===== config.mk =====
export PLATFORM = sky130hd
export DESIGN_NAME = cosine_similarity_score
export DESIGN_NICKNAME = d
export VERILOG_FILES = /design/src/rtl/core/cossim_pkg.sv /design/src/rtl/core/cosine_similarity_score.sv
export SDC_FILE = /design/constraint.sdc
export NUM_CORES = 2
export LEC_CHECK = 0
export BUFFER_PORTS_ARGS = -buffer_cell sky130_fd_sc_hd__clkbuf_2
export CORE_MARGIN = 2
export CORE_UTILIZATION = 45
export DETAILED_ROUTE_END_ITERATION = 6
export GPL_TIMING_DRIVEN = 0
export PLACE_DENSITY = 0.68
export SLEW_MARGIN = 30
export SYNTH_ARGS = -nofsm -noshare
export SYNTH_HDL_FRONTEND = slang
export SYNTH_SLANG_ARGS = --single-unit

===== constraint.sdc =====
create_clock -name i_clk -period 25.5 [get_ports i_clk]
set_input_delay 5.1 -clock i_clk [delete_from_list [all_inputs] [get_ports i_clk]]
set_output_delay 5.1 -clock i_clk [all_outputs]
set_load 0.005 [all_outputs]

===== src/rtl/core/cossim_pkg.sv =====
// ----------------------------------------------------------------------------
// cossim_pkg
// Shared widths and defaults for the cosine similarity scoring block.
// ----------------------------------------------------------------------------
package cossim_pkg;

    localparam int DEF_MAX_DIM      = 4096;
    localparam int DEF_ELEMENT_BITS = 16;

    // Port field widths.
    localparam int FIELD_BITS = 16;
    localparam int SCORE_BITS = 16;
    localparam int LEN_BITS   = 13;

    // Accumulator widths; the sums wrap at these widths.
    localparam int DOT_BITS  = 44;
    localparam int NORM_BITS = 43;

    // Widest element the block can be built for.
    localparam int ELEM_MAX_BITS = 32;

    // Shared multiplier: one 32-bit limb per operand, plus a sign bit.
    localparam int LIMB_BITS = 32;
    localparam int MUL_BITS  = LIMB_BITS + 1;
    localparam int ACC_BITS  = 4 * LIMB_BITS;

    // Score^2 times the norm product is compared with dot^2 scaled by 2^30.
    localparam int RHS_SHIFT = 2 * (SCORE_BITS - 1);

endpackage


===== src/rtl/core/cosine_similarity_score.sv =====
// ----------------------------------------------------------------------------
// cosine_similarity_score
// Streaming cosine similarity of two fixed-point vectors, Q1.15 result.
// ----------------------------------------------------------------------------
// Usage:
//   Element pairs arrive on the input channel (i_in_valid / o_in_ready), one
//   request per pair, with i_last_element marking the final pair. The block
//   accumulates q*s, q*q and s*s through one shared 33x33 multiplier, so each
//   request runs S_ACC_QS, S_ACC_QQ, S_ACC_SS until o_in_ready returns.
//   On the last pair the block runs a square-root/divide search: the squared
//   dot product and the norm product are formed limb by limb on the same
//   multiplier, then 16 score bits are decided one per trial. Length errors
//   and zero norms are reported from S_CHECK, without the search.
//   Results leave on o_out_valid / i_out_ready through an output register, so
//   new pairs are taken while a result waits; if the receiver stalls and a
//   second result is ready, the block holds in S_CHECK or S_FINAL until the
//   register frees up.
//   i_cfg_we writes expected_length at any cycle; it should only change while
//   the block is idle. Synchronous reset clears the accumulators, the
//   configured length and the output valid flag.
// ----------------------------------------------------------------------------
module cosine_similarity_score
    import cossim_pkg::*;
#(
    parameter int MAX_DIM      = DEF_MAX_DIM,
    parameter int ELEMENT_BITS = DEF_ELEMENT_BITS
) (
    input  logic                         i_clk,
    input  logic                         i_rst_n,
    input  logic                         i_cfg_we,
    input  logic        [LEN_BITS-1:0]   i_cfg_data,
    input  logic                         i_in_valid,
    output logic                         o_in_ready,
    input  logic signed [FIELD_BITS-1:0] i_query_element,
    input  logic signed [FIELD_BITS-1:0] i_stored_element,
    input  logic                         i_last_element,
    output logic                         o_out_valid,
    input  logic                         i_out_ready,
    output logic signed [SCORE_BITS-1:0] o_score,
    output logic                         o_zero_vector,
    output logic                         o_length_error
);

    localparam int CNT_W = $clog2(MAX_DIM + 1);
    localparam int CMP_W = (CNT_W > LEN_BITS) ? CNT_W : LEN_BITS;
    localparam int BIT_W = $clog2(SCORE_BITS);

    typedef enum logic [3:0] {
        S_IDLE,
        S_ACC_QS,
        S_ACC_QQ,
        S_ACC_SS,
        S_CHECK,
        S_TRY,
        S_MUL,
        S_CMP,
        S_FINAL
    } t_state;

    typedef enum logic [1:0] {
        PH_DSQ,
        PH_PROD,
        PH_SQ,
        PH_LHS
    } t_phase;

    t_state                   r_state;
    t_phase                   r_phase;
    logic [ELEMENT_BITS-1:0]  r_q;
    logic [ELEMENT_BITS-1:0]  r_s;
    logic                     r_last;
    logic                     r_skip;
    logic [DOT_BITS-1:0]      r_dot;
    logic [NORM_BITS-1:0]     r_nq;
    logic [NORM_BITS-1:0]     r_ns;
    logic [CNT_W-1:0]         r_cnt;
    logic                     r_ovf;
    logic [LEN_BITS-1:0]      r_exp;
    logic [2*LIMB_BITS-1:0]   r_opa;
    logic [3*LIMB_BITS-1:0]   r_opb;
    logic                     r_two_a;
    logic [1:0]               r_nb_last;
    logic                     r_ia;
    logic [1:0]               r_jb;
    logic [ACC_BITS-1:0]      r_acc;
    logic [ACC_BITS-1:0]      r_rhs;
    logic [3*LIMB_BITS-1:0]   r_prod;
    logic [SCORE_BITS-1:0]    r_m;
    logic [BIT_W-1:0]         r_bit;
    logic                     r_neg;
    logic                     r_out_valid;
    logic [SCORE_BITS-1:0]    r_score;
    logic                     r_zero;
    logic                     r_lerr;

    logic [ELEM_MAX_BITS-1:0]   q_wide;
    logic [ELEM_MAX_BITS-1:0]   s_wide;
    logic signed [MUL_BITS-1:0] q_ext;
    logic signed [MUL_BITS-1:0] s_ext;
    logic [LIMB_BITS-1:0]       limb_a;
    logic [LIMB_BITS-1:0]       limb_b;
    logic signed [MUL_BITS-1:0] mul_a;
    logic signed [MUL_BITS-1:0] mul_b;
    logic signed [2*MUL_BITS-1:0] mul_p;
    logic [ACC_BITS-1:0]        prod_u;
    logic [ACC_BITS-1:0]        prod_sh;
    logic [1:0]                 limb_pos;
    logic [ACC_BITS-1:0]        n_acc;
    logic                       mul_done;
    logic [DOT_BITS-1:0]        dot_mag;
    logic [SCORE_BITS-1:0]      trial;
    logic                       len_err;
    logic                       zero_norm;
    logic [SCORE_BITS-1:0]      lim;
    logic [SCORE_BITS-1:0]      clamped;
    logic [SCORE_BITS-1:0]      score_val;
    logic                       out_free;
    logic                       res_load;

    // Elements are the low ELEMENT_BITS of the zero-extended field.
    assign q_wide = ELEM_MAX_BITS'(unsigned'(i_query_element));
    assign s_wide = ELEM_MAX_BITS'(unsigned'(i_stored_element));
    assign q_ext  = signed'({{(MUL_BITS-ELEMENT_BITS){r_q[ELEMENT_BITS-1]}}, r_q});
    assign s_ext  = signed'({{(MUL_BITS-ELEMENT_BITS){r_s[ELEMENT_BITS-1]}}, r_s});

    assign limb_a = r_ia ? r_opa[2*LIMB_BITS-1:LIMB_BITS] : r_opa[LIMB_BITS-1:0];

    always_comb begin
        case (r_jb)
            2'd0:    limb_b = r_opb[LIMB_BITS-1:0];
            2'd1:    limb_b = r_opb[2*LIMB_BITS-1:LIMB_BITS];
            2'd2:    limb_b = r_opb[3*LIMB_BITS-1:2*LIMB_BITS];
            default: limb_b = '0;
        endcase
    end

    always_comb begin
        case (r_state)
            S_ACC_QS: begin
                mul_a = q_ext;
                mul_b = s_ext;
            end
            S_ACC_QQ: begin
                mul_a = q_ext;
                mul_b = q_ext;
            end
            S_ACC_SS: begin
                mul_a = s_ext;
                mul_b = s_ext;
            end
            default: begin
                mul_a = signed'({1'b0, limb_a});
                mul_b = signed'({1'b0, limb_b});
            end
        endcase
    end

    assign mul_p    = mul_a * mul_b;
    assign prod_u   = ACC_BITS'(mul_p[2*LIMB_BITS-1:0]);
    assign limb_pos = {1'b0, r_ia} + r_jb;

    always_comb begin
        case (limb_pos)
            2'd0:    prod_sh = prod_u;
            2'd1:    prod_sh = prod_u << LIMB_BITS;
            2'd2:    prod_sh = prod_u << (2 * LIMB_BITS);
            default: prod_sh = prod_u << (3 * LIMB_BITS);
        endcase
    end

    assign n_acc    = r_acc + prod_sh;
    assign mul_done = (r_ia == r_two_a) && (r_jb == r_nb_last);

    assign dot_mag = r_dot[DOT_BITS-1] ? (DOT_BITS'(0) - r_dot) : r_dot;
    assign trial   = r_m | (SCORE_BITS'(1) << r_bit);

    assign len_err   = r_ovf || ((r_exp != '0) &&
                       (CMP_W'(r_cnt) != CMP_W'(r_exp)));
    assign zero_norm = (r_nq == '0) || (r_ns == '0);

    // Positive scores saturate one step below the negative limit.
    assign lim       = r_neg ? (SCORE_BITS'(1) << (SCORE_BITS - 1))
                             : ((SCORE_BITS'(1) << (SCORE_BITS - 1)) - SCORE_BITS'(1));
    assign clamped   = r_m > lim ? lim : r_m;
    assign score_val = r_neg ? (SCORE_BITS'(0) - clamped) : clamped;
    assign out_free  = !r_out_valid || i_out_ready;
    assign res_load  = out_free && (((r_state == S_CHECK) && (len_err || zero_norm)) ||
                                    (r_state == S_FINAL));

    always_ff @(posedge i_clk) begin
        if (!i_rst_n) begin
            r_state     <= S_IDLE;
            r_phase     <= PH_DSQ;
            r_dot       <= '0;
            r_nq        <= '0;
            r_ns        <= '0;
            r_cnt       <= '0;
            r_ovf       <= 1'b0;
            r_skip      <= 1'b0;
            r_exp       <= '0;
            r_out_valid <= 1'b0;
            r_ia        <= 1'b0;
            r_jb        <= '0;
            r_two_a     <= 1'b0;
            r_nb_last   <= '0;
            r_bit       <= '0;
        end else begin
            if (i_cfg_we) begin
                r_exp <= i_cfg_data;
            end
            if (r_out_valid && i_out_ready && !res_load) begin
                r_out_valid <= 1'b0;
            end

            unique case (r_state)
                S_IDLE: begin
                    if (i_in_valid) begin
                        r_q    <= q_wide[ELEMENT_BITS-1:0];
                        r_s    <= s_wide[ELEMENT_BITS-1:0];
                        r_last <= i_last_element;
                        if (r_cnt >= CNT_W'(MAX_DIM)) begin
                            r_skip <= 1'b1;
                            r_ovf  <= 1'b1;
                        end else begin
                            r_skip <= 1'b0;
                            r_cnt  <= r_cnt + CNT_W'(1);
                        end
                        r_state <= S_ACC_QS;
                    end
                end
                S_ACC_QS: begin
                    if (!r_skip) begin
                        r_dot <= r_dot + mul_p[DOT_BITS-1:0];
                    end
                    r_state <= S_ACC_QQ;
                end
                S_ACC_QQ: begin
                    if (!r_skip) begin
                        r_nq <= r_nq + mul_p[NORM_BITS-1:0];
                    end
                    r_state <= S_ACC_SS;
                end
                S_ACC_SS: begin
                    if (!r_skip) begin
                        r_ns <= r_ns + mul_p[NORM_BITS-1:0];
                    end
                    r_state <= r_last ? S_CHECK : S_IDLE;
                end
                S_CHECK: begin
                    if (len_err || zero_norm) begin
                        if (out_free) begin
                            r_out_valid <= 1'b1;
                            r_score     <= '0;
                            r_lerr      <= len_err;
                            r_zero      <= !len_err;
                            r_dot       <= '0;
                            r_nq        <= '0;
                            r_ns        <= '0;
                            r_cnt       <= '0;
                            r_ovf       <= 1'b0;
                            r_state     <= S_IDLE;
                        end
                    end else begin
                        r_neg     <= r_dot[DOT_BITS-1];
                        r_opa     <= (2*LIMB_BITS)'(dot_mag);
                        r_opb     <= (3*LIMB_BITS)'(dot_mag);
                        r_two_a   <= 1'b1;
                        r_nb_last <= 2'd1;
                        r_ia      <= 1'b0;
                        r_jb      <= '0;
                        r_acc     <= '0;
                        r_phase   <= PH_DSQ;
                        r_state   <= S_MUL;
                    end
                end
                S_TRY: begin
                    r_opa     <= (2*LIMB_BITS)'(trial);
                    r_opb     <= (3*LIMB_BITS)'(trial);
                    r_two_a   <= 1'b0;
                    r_nb_last <= '0;
                    r_ia      <= 1'b0;
                    r_jb      <= '0;
                    r_acc     <= '0;
                    r_phase   <= PH_SQ;
                    r_state   <= S_MUL;
                end
                S_MUL: begin
                    if (!mul_done) begin
                        r_acc <= n_acc;
                        if (r_jb == r_nb_last) begin
                            r_jb <= '0;
                            r_ia <= 1'b1;
                        end else begin
                            r_jb <= r_jb + 2'd1;
                        end
                    end else begin
                        // Each finished product sets up the next product or step.
                        case (r_phase)
                            PH_DSQ: begin
                                r_rhs     <= n_acc << RHS_SHIFT;
                                r_opa     <= (2*LIMB_BITS)'(r_nq);
                                r_opb     <= (3*LIMB_BITS)'(r_ns);
                                r_two_a   <= 1'b1;
                                r_nb_last <= 2'd1;
                                r_ia      <= 1'b0;
                                r_jb      <= '0;
                                r_acc     <= '0;
                                r_phase   <= PH_PROD;
                            end
                            PH_PROD: begin
                                r_prod  <= n_acc[3*LIMB_BITS-1:0];
                                r_m     <= '0;
                                r_bit   <= BIT_W'(SCORE_BITS - 1);
                                r_state <= S_TRY;
                            end
                            PH_SQ: begin
                                r_opa     <= (2*LIMB_BITS)'(n_acc[LIMB_BITS-1:0]);
                                r_opb     <= r_prod;
                                r_two_a   <= 1'b0;
                                r_nb_last <= 2'd2;
                                r_ia      <= 1'b0;
                                r_jb      <= '0;
                                r_acc     <= '0;
                                r_phase   <= PH_LHS;
                            end
                            default: begin
                                r_acc   <= n_acc;
                                r_state <= S_CMP;
                            end
                        endcase
                    end
                end
                S_CMP: begin
                    if (r_acc <= r_rhs) begin
                        r_m <= trial;
                    end
                    if (r_bit == '0) begin
                        r_state <= S_FINAL;
                    end else begin
                        r_bit   <= r_bit - BIT_W'(1);
                        r_state <= S_TRY;
                    end
                end
                S_FINAL: begin
                    if (out_free) begin
                        r_out_valid <= 1'b1;
                        r_score     <= score_val;
                        r_lerr      <= 1'b0;
                        r_zero      <= 1'b0;
                        r_dot       <= '0;
                        r_nq        <= '0;
                        r_ns        <= '0;
                        r_cnt       <= '0;
                        r_ovf       <= 1'b0;
                        r_state     <= S_IDLE;
                    end
                end
                default: begin
                    r_state <= S_IDLE;
                end
            endcase
        end
    end

    assign o_in_ready     = (r_state == S_IDLE);
    assign o_out_valid    = r_out_valid;
    assign o_score        = signed'(r_score);
    assign o_zero_vector  = r_zero;
    assign o_length_error = r_lerr;

endmodule


Word level (Yosys, flattened, before mapping)
Index checks and enable logic that the tools add are counted.
- register bits: 725
- input bits: 51
- add/sub/neg operators: 10
- multiply operators: 1
- magnitude comparators: 3
- eq/ne operators: 36
- shift-type cells: 1
- multiplexer cells: 96
- bitwise operators: 2
- reductions and logical operators: 51
- operators with widths (cell ; number):
    128-bit case mux with 3 select lines ; 2
    96-bit case mux with 3 select lines ; 1
    43-bit two-way mux ; 6
    43-bit case mux with 3 select lines ; 2
    128-bit two-way mux ; 2
    128-bit case mux with 2 select lines ; 1
    96-bit two-way mux ; 2
    64-bit case mux with 3 select lines ; 1
    96-bit case mux with 2 select lines ; 1
    44-bit two-way mux ; 4
    16-bit two-way mux ; 9
    33-bit case mux with 2 select lines ; 2
    44-bit case mux with 3 select lines ; 1
    128-bit adder ; 1
    128-bit less-or-equal comparator ; 1
    64-bit two-way mux ; 2
    64-bit case mux with 2 select lines ; 1
    32-bit case mux with 3 select lines ; 1
    43-bit adder ; 2
    43-bit logical NOT ; 2
    33-bit by 33-bit multiplier with 64-bit output ; 1
    16-bit case mux with 2 select lines ; 2
    13-bit two-way mux ; 4
    44-bit adder ; 1
    other kinds (49) ; 148

Longest topological paths before layout
- word-level depth: 13
- depth in mapped cells: 55

Worst setup path after synthesis
No wires, ideal clock.
- path type: reg2reg
- start: reg r_state[2]
- end: reg r_acc[126] (data pin)
- arrival time: 12235 ps
- required time: 25240 ps
- path slack: 13005 ps
- stages on the path, launching flop included: 49
- period minus slack after synthesis: 12495 ps
- cells stage by stage: dfxtp_1 > clkbuf_1 > clkinv_1 > nand2_1 > clkbuf_1 > a21oi_1 > clkbuf_1 > clkbuf_1 > buf_1 > nand2_1 > fa_1 > inv_1 > fa_1 > fa_1 > fa_1 > fa_1 > fa_1 > fa_1 > [... 13 more ...] > o211ai_1 > xnor2_1 > o21ai_0 > and2_1 > ha_1 > buf_4 > nand2_1 > or3_4 > a2111oi_4 > o31ai_1 > a21oi_1 > a31oi_1 > o21ai_2 > o211ai_2 > a21o_1 > or4_1 > a21oi_1 > mux2i_1
- cells in the longest elaborated chain, start to end: 9
- ends and longest elaborated chain (what ; RTL line ; text):
    start: declaration ; cosine_similarity_score.sv:67 ; t_state r_state;
    start signal: assignment ; cosine_similarity_score.sv:247 ; r_state <= r_last ? S_CHECK : S_IDLE;
    4-bit by 2-bit == test with 1-bit output or 4-bit by 1-bit == test with 1-bit output (tied branches) ; cosine_similarity_score.sv:138 ; case (r_state)
    2-bit OR reduction (no line) ; n/a ;
    33-bit case mux with 2 select lines ; cosine_similarity_score.sv:138 ;
    33-bit by 33-bit multiplier with 64-bit output ; cosine_similarity_score.sv:158 ; assign mul_p = mul_a * mul_b;
    128-bit case mux with 3 select lines ; cosine_similarity_score.sv:163 ; case (limb_pos)
    128-bit adder ; cosine_similarity_score.sv:171 ; assign n_acc = r_acc + prod_sh;
    128-bit case mux with 2 select lines ; cosine_similarity_score.sv:298 ; case (r_phase)
    128-bit two-way mux ; cosine_similarity_score.sv:288 ; if (!mul_done) begin
    128-bit case mux with 3 select lines * ; cosine_similarity_score.sv:215 ; unique case (r_state)
    end signal: assignment ; cosine_similarity_score.sv:289 ; r_acc <= n_acc;
    end signal: assignment ; cosine_similarity_score.sv:327 ; r_acc <= n_acc;
    end: declaration ; cosine_similarity_score.sv:85 ; logic [ACC_BITS-1:0] r_acc;
Mark *: on every way between the ends. The rest lies on a longest branch, timed or not.
A chain may end at the register's enable or synchronous reset.

Final worst setup path
- start: reg r_state[2]
- end: reg r_acc[95] (data pin)
- cells in the longest elaborated chain, start to end: 9
- ends and longest elaborated chain (what ; RTL line ; text):
    4-bit by 2-bit == test with 1-bit output or 4-bit by 1-bit == test with 1-bit output (tied branches) ; cosine_similarity_score.sv:138 ;
    2-bit OR reduction (no line) ; n/a ;
    33-bit case mux with 2 select lines ; cosine_similarity_score.sv:138 ;
    33-bit by 33-bit multiplier with 64-bit output * ; cosine_similarity_score.sv:158 ;
    128-bit case mux with 3 select lines * ; cosine_similarity_score.sv:163 ;
    128-bit adder * ; cosine_similarity_score.sv:171 ;
    net n_acc[95] ; cosine_similarity_score.sv:108 ; logic [ACC_BITS-1:0] n_acc;
    128-bit case mux with 2 select lines ; cosine_similarity_score.sv:298 ;
    128-bit two-way mux * ; cosine_similarity_score.sv:288 ;
    128-bit case mux with 3 select lines * ; cosine_similarity_score.sv:215 ;
Mark *: on every way through the listed nets, which the timed path passes. The rest lies on a longest branch.

==> reports/summary.txt <==
===================================================================================
Largest cells by area after synthesis ................................ fa_1, edfxtp_1, ha_1
Beginning of the worst register-to-register path ..................... r_state[2]$_SDFFE_PN0P_
Post-synth top area cell .............................................         fa_1
# resized after CTS ..................................................            0
Post-CTS Repair Setup Buffers ........................................            0
Finish-stage setup viols .............................................            0
Std cell rows ........................................................          158
Post-synthesis async set-or-reset flop share .........................           0%
Unrepaired setup endpoints after global routing ......................        false
I/O pin count ........................................................           71
PortBufs .............................................................           69
Number of instances in the synthesized netlist .......................         9122
Path type of the worst setup path ....................................      reg2reg
Critical path data arrival time ......................................     18360 ps
Synth Area in Adders .................................................        35.9%
Count of different cell masters after synthesis ......................          103
Simple-gate area share of the yosys netlist ..........................        14.7%
Crit path max fanout .................................................           10
Post-Route Setup TNS .................................................         0 ps
Horizontal extent of the die .........................................       435 um
Average wire length per cell after detail routing ....................      28.8 um
Antenna-violating nets left ..........................................            0
Vertical die dimension ...............................................       435 um
Number of instances on the worst hold path ...........................            2
Detailed-routing iteration count for the pre-antenna-repair pass .....            7
Final cycle utilization of the critical path .........................        69.8%
Number of synthesized register bits ..................................          704
GR Overflow Total ....................................................            0
Die Area .............................................................   189000 um2
Slowest cell on crit path ............................................     o311ai_0
Outcome .............................................................. complete, but fails checks
Maximum clock skew at final layout ...................................      36.8 ps
Area growth from synthesis to layout .................................        9.32%
CTS Hold Buffers Added ...............................................            0
Via total after detailed routing .....................................        71700
Detailed Place HPWL ..................................................       287 mm
Launching element of the worst setup path ............................ r_state[2]$_SDFFE_PN0P_
Delay of the slowest cell on the worst path ..........................       780 ps
Avg Cell Area, Syn ...................................................     9.16 um2
Core ar. .............................................................   185000 um2
Number of flops mapped to enable cells by yosys ......................          530
Drt via density ......................................................         6.04
Count of placed standard cells in the final layout, fillers left out .        11900
Slew Limit Fails .....................................................            0
Synthesis Warnings ...................................................            0
Clock period minus final worst setup slack ...........................     17810 ps
Area fraction in compound gates after synthesis ......................        13.3%
Drt initial violations ...............................................         9125
Crit end category ....................................................     register
Initial Utilization ..................................................        45.2%
Hold Crit Class ......................................................      reg2reg
Maximum number of pins on one net before global-route repair .........           28
Fraction of the yosys area taken by sequential cells .................        23.2%
Clock Root Buffer ....................................................    clkbuf_16
Critical Path Start Type .............................................     register
Ratio of cells with drive above 1 in the final layout ................        4.93%
Depth of the worst register-to-register path .........................           51
Post-synth design cell area ..........................................    83600 um2
Overall Global Routing Usage .........................................        35.8%
Transition at the pin with the smallest max-transition slack .........      1180 ps
Data required, critical path .........................................     26050 ps
Routability cong. ....................................................         1.10
R2R Setup Slk ........................................................      7690 ps
Crit path top cell by count ..........................................         fa_1
Count of unresolved DRC violations after routing .....................            8
Number of maximum-capacitance violations .............................            0
Predominant post-synthesis flop cell .................................     edfxtp_1
CTS H-tree lvls ......................................................            3
Number of hold violations in the final report ........................            0
First-pass GRT wire length ...........................................       492 mm
Antenna violations before repair .....................................           33
Violated checks ...................................................... design-rule violations
Fraction of post-synthesis cell area in the top cell type by area ....        27.0%
Buffer levels on the longest clock path ..............................            3
Via count of the first global-routing pass ...........................        71100
Most common cell after layout, fill and taps aside ...................        inv_1
Insertion delay to the later sink of the worst-skew pair .............       710 ps
Final core utilization ...............................................        49.4%
Share of the synthesized netlist area taken by xor and xnor gates ....        3.80%
Startpoint of the worst hold path .................................... r_nq[42]$_SDFFE_PN0P_
TritonCTS clock tree .................................................        built
Final Hold Slack .....................................................       515 ps
Net count, final .....................................................        11100
Synthesized net count ................................................        10900
Total detailed-routing wirelength ....................................       342 mm
Placed cell count ....................................................        11700
Combinational family with the most area after synthesis ..............  adder cells
Highest clock rate ...................................................     56.2 MHz
Clock slew seen by the registers of the worst setup and hold paths ...        70 ps
Multiplexer fraction of the synthesized cell area ....................       0.666%
Worst max-slew margin expressed relative to the limit ................        21.0%
Commonest cells after routing, fill and taps aside ................... inv_1, fa_1, nand2_1
Number of buffers inserted during clock tree synthesis ...............           79
Total number of clock tree sinks .....................................          704
===================================================================================
-- cells by family (layout without fill, tap and decap cells) --
family / count (synthesis) / after routing
AOI/OAI and AO/OA: 1680 / 1680
xor gates and xnor gates: 363 / 363
adders and majority gates: 1723 / 1723
buffers and inverters: 1857 / 2129
DFF: 704 / 704
muxes: 54 / 54
other: 0 / 9
and+or+nand+nor: 2741 / 2741
-- through the flow --
stage               setup slack, ps  instance area, um2
CTS                            8200               91300
detailed placement             8310               88600
finish                         7690               91400
global placement               7510               87100
global route                   7330               91400
floorplan                     13010               83600
-- routing by layer --
layer,vias up,part of all wire (%),GRT usage (%)
met2,4635,42,52.2
met4,16,9.2,26.1
met3,1225,12,10.4
li1,30500,-,-
met1,35400,37,45.3
met5,-,0.030,0
-- Yosys cell counts, types with 65 or more instances --
master,count
inv_1,1451
a221o_1,84
nand2b_1,77
clkbuf_1,365
fa_1,1129
nand2_1,993
o21ai_0,304
a22oi_1,65
o21a_1,74
and2_1,225
xnor2_1,196
nor3_1,70
dfxtp_1,174
nand4_1,92
edfxtp_1,530
a21oi_1,471
a21o_1,203
xor2_1,167
ha_1,594
nand3_1,120
nor2_1,892
-- cell type report --
class / count / area [um2]
inverters: 1452 / 5450
flip-flops and latches: 704 / 19400
multi-input cells: 6561 / 57800
diodes: 9 / 22.5
well taps: 2480 / 3100
clock inverters: 52 / 627
fillers: 17400 / 93600
repair buffers: 124 / 1290
plain buffers: 405 / 1580
clock buffers: 96 / 2090
-- critical path, delay by kind of cell (launching register included) --
kind / cells / cell delay (ps)
adder cells (fa/ha/maj): 10 / 5040
flip-flops: 1 / 300
AO/OA/AOI/OAI: 19 / 5220
buffers and inverters: 10 / 2660
AND/OR/NAND/NOR: 10 / 2950
XOR/XNOR: 2 / 1410
-- path summary, 6_finish.rpt --
kind                                   to
hold reg to reg     r_nq[42]$_SDFFE_PN0P_
setup / recovery  r_acc[95]$_SDFFCE_PN0P_
setup reg to reg  r_acc[95]$_SDFFCE_PN0P_
hold / removal      r_nq[42]$_SDFFE_PN0P_
-- state kept, by name, indices dropped and copies added, names as in the netlist, 43 cells and up --
register and cells:
r_rhs 98, r_nq 43, r_dot 44, r_opa 44, r_opb 96, r_acc 128
r_ns 43, r_prod 96
Power is left out: the tool's default activity adds up to more than one toggle a clock period on the data nets, which glitch-free logic cannot reach.
